<file path="src/smtq_pkg.sv">
// ============================================================================
// smtq_pkg
// Shared types, constants and helpers of the sorted multi-timer queue.
// ============================================================================
package smtq_pkg;

	localparam int NUM_TIMERS  = 16;
	localparam int TIME_BITS   = 48;
	localparam int PERIOD_BITS = 32;
	localparam int SLOT_W      = $clog2(NUM_TIMERS);

	localparam logic [1:0] KIND_START = 2'd0;
	localparam logic [1:0] KIND_STOP  = 2'd1;
	localparam logic [1:0] KIND_TICK  = 2'd2;

	localparam logic [PERIOD_BITS-1:0] PERIOD_NONE = '0;
	localparam logic [PERIOD_BITS-1:0] PERIOD_ONE  = PERIOD_BITS'(1);

	// one queue entry as held by a cell
	typedef struct packed {
		logic                   valid;
		logic                   flag;     // due on the tick being served
		logic [SLOT_W-1:0]      slot;
		logic [TIME_BITS-1:0]   deadline;
		logic [PERIOD_BITS-1:0] period;
	} entry_t;

	localparam entry_t ENTRY_EMPTY = '0;

	typedef enum logic [1:0] {
		OP_NONE,
		OP_REMOVE,
		OP_INSERT,
		OP_MARK
	} op_t;

	// broadcast from the controller to every cell
	typedef struct packed {
		op_t                  op;
		logic [SLOT_W-1:0]    slot;
		entry_t               entry;
		logic [TIME_BITS-1:0] now;
	} cmd_t;

	// handed from a cell to its successor
	typedef struct packed {
		logic shift;  // removal point is at or before this cell
		logic le;     // this cell sorts at or before the new entry
	} link_t;

	localparam link_t LINK_HEAD = '{shift: 1'b0, le: 1'b1};

	// add with saturation at the top of the time range
	function automatic logic [TIME_BITS-1:0] sat_add(
		input logic [TIME_BITS-1:0]   a,
		input logic [PERIOD_BITS-1:0] b
	);
		logic [TIME_BITS:0] sum;
		sum = {1'b0, a} + (TIME_BITS+1)'(b);
		if (sum[TIME_BITS]) begin
			return '1;
		end
		return sum[TIME_BITS-1:0];
	endfunction

endpackage

</file>
<file path="src/smtq_cell.sv">
// ============================================================================
// smtq_cell
// One position of the sorted timer chain; shifts with its neighbors.
// ============================================================================
module smtq_cell (
	input  logic            clk,
	input  logic            arst_n,
	input  smtq_pkg::cmd_t  cmd,
	input  smtq_pkg::entry_t prev_entry,
	input  smtq_pkg::entry_t next_entry,
	input  smtq_pkg::link_t link_in,
	output smtq_pkg::entry_t entry,
	output smtq_pkg::link_t link_out
);
	import smtq_pkg::*;

	logic                   valid_q;
	logic                   flag_q;
	logic [SLOT_W-1:0]      slot_q;
	logic [TIME_BITS-1:0]   deadline_q;
	logic [PERIOD_BITS-1:0] period_q;

	logic   hit;
	logic   shift;
	logic   le;
	logic   load;
	entry_t nxt;

	always_comb begin
		entry = '{valid: valid_q, flag: flag_q, slot: slot_q,
			deadline: deadline_q, period: period_q};
		hit   = valid_q && (slot_q == cmd.slot);
		shift = link_in.shift || hit;
		le    = valid_q && (deadline_q <= cmd.entry.deadline);
		link_out = '{shift: shift, le: le};
		load = 1'b0;
		nxt  = entry;
		unique case (cmd.op)
			OP_REMOVE: begin
				// close the gap: pull the successor up
				if (shift) begin
					load = 1'b1;
					nxt  = next_entry;
				end
			end
			OP_INSERT: begin
				// open a gap after every entry that sorts at or before the new one
				if (!le) begin
					load = 1'b1;
					nxt  = link_in.le ? cmd.entry : prev_entry;
				end
			end
			OP_MARK: begin
				load     = 1'b1;
				nxt.flag = valid_q && (deadline_q <= cmd.now);
			end
			OP_NONE: begin
			end
		endcase
	end

	always_ff @(posedge clk or negedge arst_n) begin
		if (!arst_n) begin
			valid_q <= 1'b0;
			flag_q  <= 1'b0;
		end else if (load) begin
			valid_q <= nxt.valid;
			flag_q  <= nxt.flag;
		end
	end

	always_ff @(posedge clk) begin
		if (load) begin
			slot_q     <= nxt.slot;
			deadline_q <= nxt.deadline;
			period_q   <= nxt.period;
		end
	end

endmodule

</file>
<file path="config.mk">
export PLATFORM = sky130hd
export DESIGN_NAME = smtq_cell
export DESIGN_NICKNAME = d
export VERILOG_FILES = /design/src/smtq_pkg.sv /design/src/smtq_cell.sv
export SDC_FILE = /design/constraint.sdc
export NUM_CORES = 1
export LEC_CHECK = 0
export BUFFER_PORTS_ARGS = -buffer_cell sky130_fd_sc_hd__buf_2
export CELL_PAD_IN_SITES_DETAIL_PLACEMENT = 0
export CELL_PAD_IN_SITES_GLOBAL_PLACEMENT = 1
export CORE_AREA = 2 2 157 159
export CTS_BUF_LIST = sky130_fd_sc_hd__clkbuf_4 sky130_fd_sc_hd__clkbuf_8
export CTS_CLUSTER_DIAMETER = 40
export DETAILED_ROUTE_END_ITERATION = 8
export DIE_AREA = 0 0 159 161
export PLACE_DENSITY = 0.84
export SYNTH_ARGS = -nofsm -noshare
export SYNTH_HDL_FRONTEND = slang
export SYNTH_SLANG_ARGS = --single-unit
</file>
<file path="constraint.sdc">
create_clock -name clk -period 16.83 [get_ports clk]
set_input_delay 2.5245 -clock clk [delete_from_list [all_inputs] [get_ports clk]]
set_output_delay 2.5245 -clock clk [all_outputs]
set_load 0.01 [all_outputs]
</file>
Yosys cells after proc, flatten, opt, wreduce, memory -nomap -nowiden

Cells that the tools add are included.

Flip-flop bits (word level): 86
Input port bits: 316
Output and inout port bits: 88

Order comparisons: 2
Equal/unequal tests: 6
Multiplexer cells: 9
Reduce and logical (&&, ||, !) cells: 8

Operators with widths:

| cell                 | number |
|---|---|
| $mux W86             | 3 |
| $pmux W84 S2         | 1 |
| $le A48 B48 Y1       | 2 |
| $reduce_and A4 Y1    | 2 |
| $pmux W1 S3          | 2 |
| $eq A2 B2 Y1 const B | 2 |
| $eq A4 B4 Y1         | 1 |
| $ne A2 B2 Y1 const B | 2 |
| $logic_and A1 B1 Y1  | 3 |
| $reduce_bool A3 Y1   | 1 |
| $eq A2 B1 Y1 const B | 1 |
| $mux W1              | 2 |
| $pmux W1 S2          | 1 |
| $reduce_bool A2 Y1   | 1 |
| $logic_or A1 B1 Y1   | 1 |

Longest topological paths before layout

Gate-level depths: netlist (run 1).

Depth after elaboration: 6
Mapped depth: 10
Depth with buffers taken out: 10

Least setup slack after synthesis (run 1)

Ideal clock, no wire load.

Kind: in2reg
From: input port cmd[81] (netlist name)
To: register deadline_q[0], enable pin
Data arrival time: 9844 ps
Path slack: 6344 ps
Cell stages on the path: 10
Path buffers: 0
Cell sequence: inv_1 ha_1 nor2b_1 o211ai_1 a2111oi_0 a211oi_1 a2bb2oi_1 a21boi_0 nor2b_2 o21ai_0

Cells in the longest elaborated chain, start to end: 5

RTL lines:

| element                              | line            | RTL |
|---|---|---|
| start, declared                      | smtq_cell.sv:8  | `input smtq_pkg::cmd_t cmd,` |
| $le A48 B48 Y1 *                     | smtq_cell.sv:34 | `le = valid_q && (deadline_q <= cmd.entry.deadline);` |
| $logic_and A1 B1 Y1 *                | smtq_cell.sv:34 |  |
| via le                               | smtq_cell.sv:25 | `logic le;` |
| $mux W1                              | smtq_cell.sv:48 | `if (!le) begin` |
| $pmux W1 S3                          | smtq_cell.sv:38 | `unique case (cmd.op)` |
| $reduce_and A4 Y1 (no source line) * | n/a             |  |
| end signal, assigned                 | smtq_cell.sv:75 | `deadline_q <= nxt.deadline;` |
| end, declared                        | smtq_cell.sv:20 | `logic [TIME_BITS-1:0] deadline_q;` |

The timed path passes the listed nets; every way through them passes the cells marked *.
A chain may end at the register's enable or synchronous reset.

==> results of run 1 <==
-- worst paths after layout --
path | from | endpoint | slack [ns] | depth (start not counted)
min reg2reg | flag_q$_DFFE_PN0P_ | flag_q$_DFFE_PN0P_ | 0.59 | 1
max reg2reg | deadline_q[1]$_DFFE_PP_ | deadline_q[19]$_DFFE_PP_ | 12.82 | 11
max in group asynchronous | arst_n | flag_q$_DFFE_PN0P_ | 14.82 | 1
max | cmd[111] | link_out[0] | 9.49 | 11
min in group asynchronous | arst_n | flag_q$_DFFE_PN0P_ | 1.92 | 1
min | flag_q$_DFFE_PN0P_ | flag_q$_DFFE_PN0P_ | 0.59 | 1
-- cells by family (layout without fill, tap and decap cells) --
group / after synthesis / after routing / synth area share [%]
mux: 86 / 86 / 12.4
xor+xnor: 4 / 4 / 0.505
fa+ha+maj: 96 / 96 / 17.3
simple gates: 175 / 175 / 11.5
buf+inv: 131 / 520 / 7.33
compound gates: 171 / 171 / 13.9
flops: 86 / 86 / 37.1
other cells: 0 / 4 / 0
-- cell type report --
| cell class | instances | area [µm²] |
|---|---|---|
| Fill cell | 2521 | 14500 |
| Multi-Input combinational cell | 532 | 3880 |
| Sequential cell | 86 | 2570 |
| Timing Repair Buffer | 407 | 2050 |
| Tap cell | 324 | 405 |
| Inverter | 97 | 364 |
| Clock buffer | 9 | 124 |
| Clock inverter | 7 | 78.8 |
| Antenna cell | 4 | 10.0 |
-- layout by cell type, fill, tap and decap left out, types with 2 or more instances in the layout --
master / instances
clkbuf_8: 9
o21ai_0: 99
edfxtp_1: 84
nor2b_1: 3
a21oi_1: 39
nand4_1: 16
and4_1: 6
nor4_1: 2
mux2i_1: 86
and2_1: 2
a211oi_1: 5
inv_1: 97
nor2_1: 12
o211ai_1: 2
a21o_1: 5
nor3_1: 5
xor2_1: 3
dfrtp_1: 2
a221oi_1: 2
buf_4: 5
ha_1: 96
buf_2: 402
diode_2: 4
clkinvlp_4: 2
a31oi_1: 2
nand3_1: 9
inv_6: 2
nand2_1: 112
nand2b_1: 2
a221o_1: 2
-- metrics by stage --
stage	hold WS, ns	power [mW]	utilization [%]	area [µm²]	std cells
2_1_floorplan	0.524	0.390	-	6940	749
3_3_place_gp	0.572	0.474	38.7	9270	1446
3_5_place_dp	0.579	0.477	38.7	9270	1446
4_1_cts	0.602	0.642	39.5	9470	1462
5_1_grt	0.609	0.677	39.6	9480	1465
6_report	0.591	0.631	39.6	9480	1466
-- registers in the layout (all words and copies together) (netlist names) --
register    flops
deadline_q     48
period_q       32
slot_q          4
flag_q          1
valid_q         1
-- metal layers --
metal	share of wire, %	vias up	wire, µm	GRT usage [%]
li1	-	3453	-	-
met2	50	245	12400	34.2
met5	0.049	-	12	0
met1	41	3074	10100	22.3
met3	6.6	29	1630	4.93
met4	2.0	2	482	5.50
-- power groups by stage --
stage | clock network [mW] | registers, mW | logic, mW
detailed placement | 0 | 0.282 | 0.195
finish | 0.161 | 0.277 | 0.193
global placement | 0 | 0.282 | 0.192
CTS | 0.169 | 0.278 | 0.196
global route | 0.177 | 0.280 | 0.220
floorplan | 0 | 0.292 | 0.0983
==> out/metrics.yaml, run 1 <==
run_status:
  status: "complete, no violations"
routing:
  drt_wl_total_um: 24600
  drc: 0
  ant_nets: 0
  first_pass_iters: 5
  dr_total_vias: 6803
  drtIter0Drc: 275
  via_per_inst: 4.64
  detail_route.wl_per_cell_um: 16.8
setup_path:
  crit_path_max_incr_delay_ns: 0.45
  arrival_ns: 4.82
  critPathMaxFanout: 3
  setup.worst_path.class: "in2out"
  path_cells: "buf_2 -> inv_1 -> ha_1 -> nand4_1 -> nor2_1 -> a221oi_2 -> o211ai_1 -> a2111oi_2 -> a21boi_0 -> nor2b_2 -> buf_2"
  cp_slowest_cell: "a2111oi_2"
  start_kind: "primary input"
  crit_family: "compound AO/OA/AOI/OAI gates"
  crit_buf_inv: 3
  cp-end-kind: "output port"
  crit_top_cell: "buf_2"
  required_ns: 14.31
yosys:
  yosysSeqAreaShare_pct: 37.1
  postSynthCellCount: 749
  synth_cell_type_count: 48
  synth_top_area_share_pct: 36.3
  synth_area_um2: 6940
  ys_top_cells_by_area: "edfxtp_1, ha_1, mux2i_1"
  avgSynthCellArea_um2: 9.27
  synth_edf_count: 84
  synth_nets: 1161
  ys_ff_latch: 86
  ys_top_cells_by_count: "nand2_1, o21ai_0, inv_1"
  ys_warn_count: 0
  yosysMostFrequentCell: "nand2_1"
  synth-main-ff-cell: "edfxtp_1"
  synth_area_leader_cell: "edfxtp_1"
  async_reset_ff_share_pct: 2.33
timing:
  period_share_pct: 43.6
  worst_pin_slew_ns: 0.933
  fin_crit_ns: 7.34
  setup_viol: 0
  finalWorstSetupSlack_ns: 9.49
  relSlewSlack_pct: 37.8
  max_freq_mhz: 136
  rsz0062_at_grt: "false"
  drv_slew: 0
  timing_hold_violations_final: 0
  fin_setup_tns_ns: 0
  skew_ns: 0.0231
final_layout:
  drive_gt1_share_pct: 38.0
  syn2layout_area_growth_pct: 36.6
  nNetsFinal: 1545
cts:
  hold_buffers: 0
  clk-insertion-delay-late_ns: 0.39
  cts_buffers: 9
  htreeDepth: 3
  path_clk_slew_ns: 0.10
  cts-root-buf: "clkbuf_8"
  clk_path_buf_depth: 2
  cts.repair.resized: 0
  cts_tree: "built"
  cts.sinks: 86
  post_cts_buffers: 0
power:
  p_comb_share_pct: 30.5
  clock_power_share_pct: 25.6
  vdd_drop_max_uv: 46.2
  power.density_nw_per_um2: 66.6
  switchingPower_uw: 211
  p_int_uw: 420
  switching_share_pct: 33.4
  p_leak_nw: 5.03
  seq_power_share_pct: 43.9
global_route:
  grt_pass1_wl_um: 37800
  grt_max_degree: 91
  grt_overflow_total: 0
  grt_pass1_vias: 6874
  grt_antenna_before_repair: 8
  track_usage_pct: 19.0
placed_design:
  port_buffers: 403
  place_congestion: 0.838
  dp_hpwl_um: 20500
  dp_worst_setup_slack_ns: 9.42
floorplan:
  initial_core_util_pct: 29.0
  io-pin-count: 404
  die_area_um2: 25600
  rows: 57
  coreArea_um2: 24000
  fp.dieW_um: 159
  die_y_um: 161
run:
  cap_viol_max_count: 0
worst_hold_path:
  hold_path.class: "reg2reg"
No activity file was read; power rests on OpenSTA's default activity.
==> run 2: changes to the inputs <==
--- a/config.mk
+++ b/config.mk
@@ -8,12 +8,12 @@
 export BUFFER_PORTS_ARGS = -buffer_cell sky130_fd_sc_hd__buf_2
 export CELL_PAD_IN_SITES_DETAIL_PLACEMENT = 0
 export CELL_PAD_IN_SITES_GLOBAL_PLACEMENT = 1
-export CORE_AREA = 2 2 157 159
+export CORE_AREA = 2 2 155 157
 export CTS_BUF_LIST = sky130_fd_sc_hd__clkbuf_4 sky130_fd_sc_hd__clkbuf_8
 export CTS_CLUSTER_DIAMETER = 40
 export DETAILED_ROUTE_END_ITERATION = 8
-export DIE_AREA = 0 0 159 161
-export PLACE_DENSITY = 0.84
+export DIE_AREA = 0 0 157 159
+export PLACE_DENSITY = 0.86
 export SYNTH_ARGS = -nofsm -noshare
 export SYNTH_HDL_FRONTEND = slang
 export SYNTH_SLANG_ARGS = --single-unit
==> constraint.sdc (replaced) <==
create_clock -name clk -period 7.55 [get_ports clk]
set_input_delay 1.1325 -clock clk [delete_from_list [all_inputs] [get_ports clk]]
set_output_delay 1.1325 -clock clk [all_outputs]
set_load 0.01 [all_outputs]
==> out/metrics.yaml, run 2 (same netlist as run 1, synthesis figures left out) <==
final_layout:
  final_util_pct: 40.8  # +1.2 points
  final_common_cell: "buf_2"
  syn2layout_area_growth_pct: 36.3
  most-common-layout-cells: "buf_2, nand2_1, o21ai_0"
  stdcell_count: 1460  # -0.41%
  largest_reg_flops: 48  # unchanged
  fin_area_um2: 9470  # -0.20%
  drive_gt1_share_pct: 37.9  # -0.055 points
  reg.largest.list: "deadline_q x48, period_q x32, slot_q x4"
  nNetsFinal: 1544  # -0.065%
  top_register: "deadline_q"
setup_path:
  setup.worst_path.class: "in2out"
  cp-startpoint: "cmd[103]"
  critPathMaxFanout: 3  # unchanged
  cp-end-kind: "output port"
  arrival_ns: 3.51  # -1.31 ns
  required_ns: 6.42  # -7.89 ns
  start_kind: "primary input"
  crit-reg2reg-launch: "deadline_q[43]$_DFFE_PP_"
cts:
  cts.repair.resized: 0  # unchanged
  post_cts_buffers: 0  # unchanged
  cts.sinks: 86  # unchanged
  htreeDepth: 3  # unchanged
  cts-root-buf: "clkbuf_8"
  hold_buffers: 0  # unchanged
  cts_tree: "built"
  cts_buffers: 9  # unchanged
  clk-insertion-delay-late_ns: 0.38  # about the same
  path_clk_slew_ns: 0.09  # about the same
  clk_path_buf_depth: 2  # unchanged
timing:
  drv_slew: 0  # unchanged
  max_freq_mhz: 215
  timing_hold_violations_final: 0  # unchanged
  skew_ns: 0.0227  # -0.000464 ns
  period_share_pct: 61.5
  finalWorstSetupSlack_ns: 2.90  # -6.59 ns
  worst_pin_slew_ns: 0.849  # -0.0839 ns
  hold_ws_ns: 0.536  # -0.0557 ns
  setup_viol: 0  # unchanged
  fin_crit_ns: 4.65
  fin_setup_tns_ns: 0  # unchanged
  rsz0062_at_grt: "false"
  relSlewSlack_pct: 43.4  # +5.6 points
run_status:
  status: "complete, no violations"
routing:
  via_per_inst: 4.71  # +1.5%
  drc: 0  # unchanged
  first_pass_iters: 4  # -1
  drtIter0Drc: 306  # +11%
  detail_route.wl_per_cell_um: 17.0  # +1.7%
  drt_wl_total_um: 24900  # +1.3%
  dr_total_vias: 6877  # +1.1%
  ant_nets: 0  # unchanged
placed_design:
  port_buffers: 403  # unchanged
  dp_hpwl_um: 20600  # +0.45%
  place_area_um2: 9270  # about the same
  place_congestion: 0.850  # +1.4%
  dp_worst_setup_slack_ns: 2.81  # -6.61 ns
  placed_cells: 1440  # -0.41%
floorplan:
  fp.dieW_um: 157  # -1.3%
  die_area_um2: 25000  # -2.5%
  initial_core_util_pct: 29.9  # +0.96 points
  die_y_um: 159  # -1.2%
  rows: 56  # -1.8%
  coreArea_um2: 23200  # -3.2%
  io-pin-count: 404  # unchanged
global_route:
  track_usage_pct: 19.4  # +0.36 points
  grt_pass1_wl_um: 37000  # -2.2%
  grt_antenna_before_repair: 4  # -4
  grt_max_degree: 87  # -4.4%
  grt_overflow_total: 0  # unchanged
  grt_pass1_vias: 6928  # +0.79%
run:
  cap_viol_max_count: 0  # unchanged
power:
  power.density_nw_per_um2: 146  # +120%
  finalPower_mw: 1.38  # +120%
  p_leak_nw: 5.02  # -0.13%
  vdd_drop_max_uv: 69.7  # +51%
worst_hold_path:
  hold_path.class: "in2async"
## run 2: critical path, stage by stage
cell	delay (ns)
buf_2	0.09
inv_1	0.04
ha_1	0.32
a21oi_2	0.14
o21ai_1	0.11
a221oi_2	0.28
o211ai_1	0.17
a2111oi_2	0.44
a21boi_0	0.22
nor2b_2	0.36
buf_2	0.21
## run 2: layer usage
layer	GRT usage [%]	up-vias	routed length [µm]
met5	0	-	0
met3	3.92	23	1330
met1	23.5	3168	10700
li1	-	3451	-
met2	34.5	235	12400
met4	5.42	0	462
## run 2: area by class of cell
cell class,instances,area [µm²]
fillers,2335,13700
diodes,4,10.0
flip-flops and latches,86,2570
inverters,97,364
repair buffers,406,2050
multi-input cells,532,3880
well taps,319,399
clock buffers,10,131
clock inverters,6,53.8
## run 2: where the power goes
| part | total (mW) | switching [mW] | leakage, nW | internal, mW |
|---|---|---|---|---|
| clock | 0.329 | 0.199 | 0.0928 | 0.130 |
| sequential | 0.617 | 0.0326 | 0.822 | 0.585 |
| combinational | 0.436 | 0.240 | 4.11 | 0.196 |
| total | 1.38 | 0.472 | 5.02 | 0.910 |
## run 2: path summary, 6_finish.rpt
check / cells after the start / to / slack [ns]
setup reg to reg: 10 / deadline_q[24]$_DFFE_PP_ / 3.78
hold / removal: 1 / flag_q$_DFFE_PN0P_ / 0.54
max in group asynchronous: 1 / valid_q$_DFFE_PN0P_ / 6.92
min in group clk: 1 / flag_q$_DFFE_PN0P_ / 0.56
setup / recovery: 11 / link_out[0] / 2.90
hold reg to reg: 1 / flag_q$_DFFE_PN0P_ / 0.56
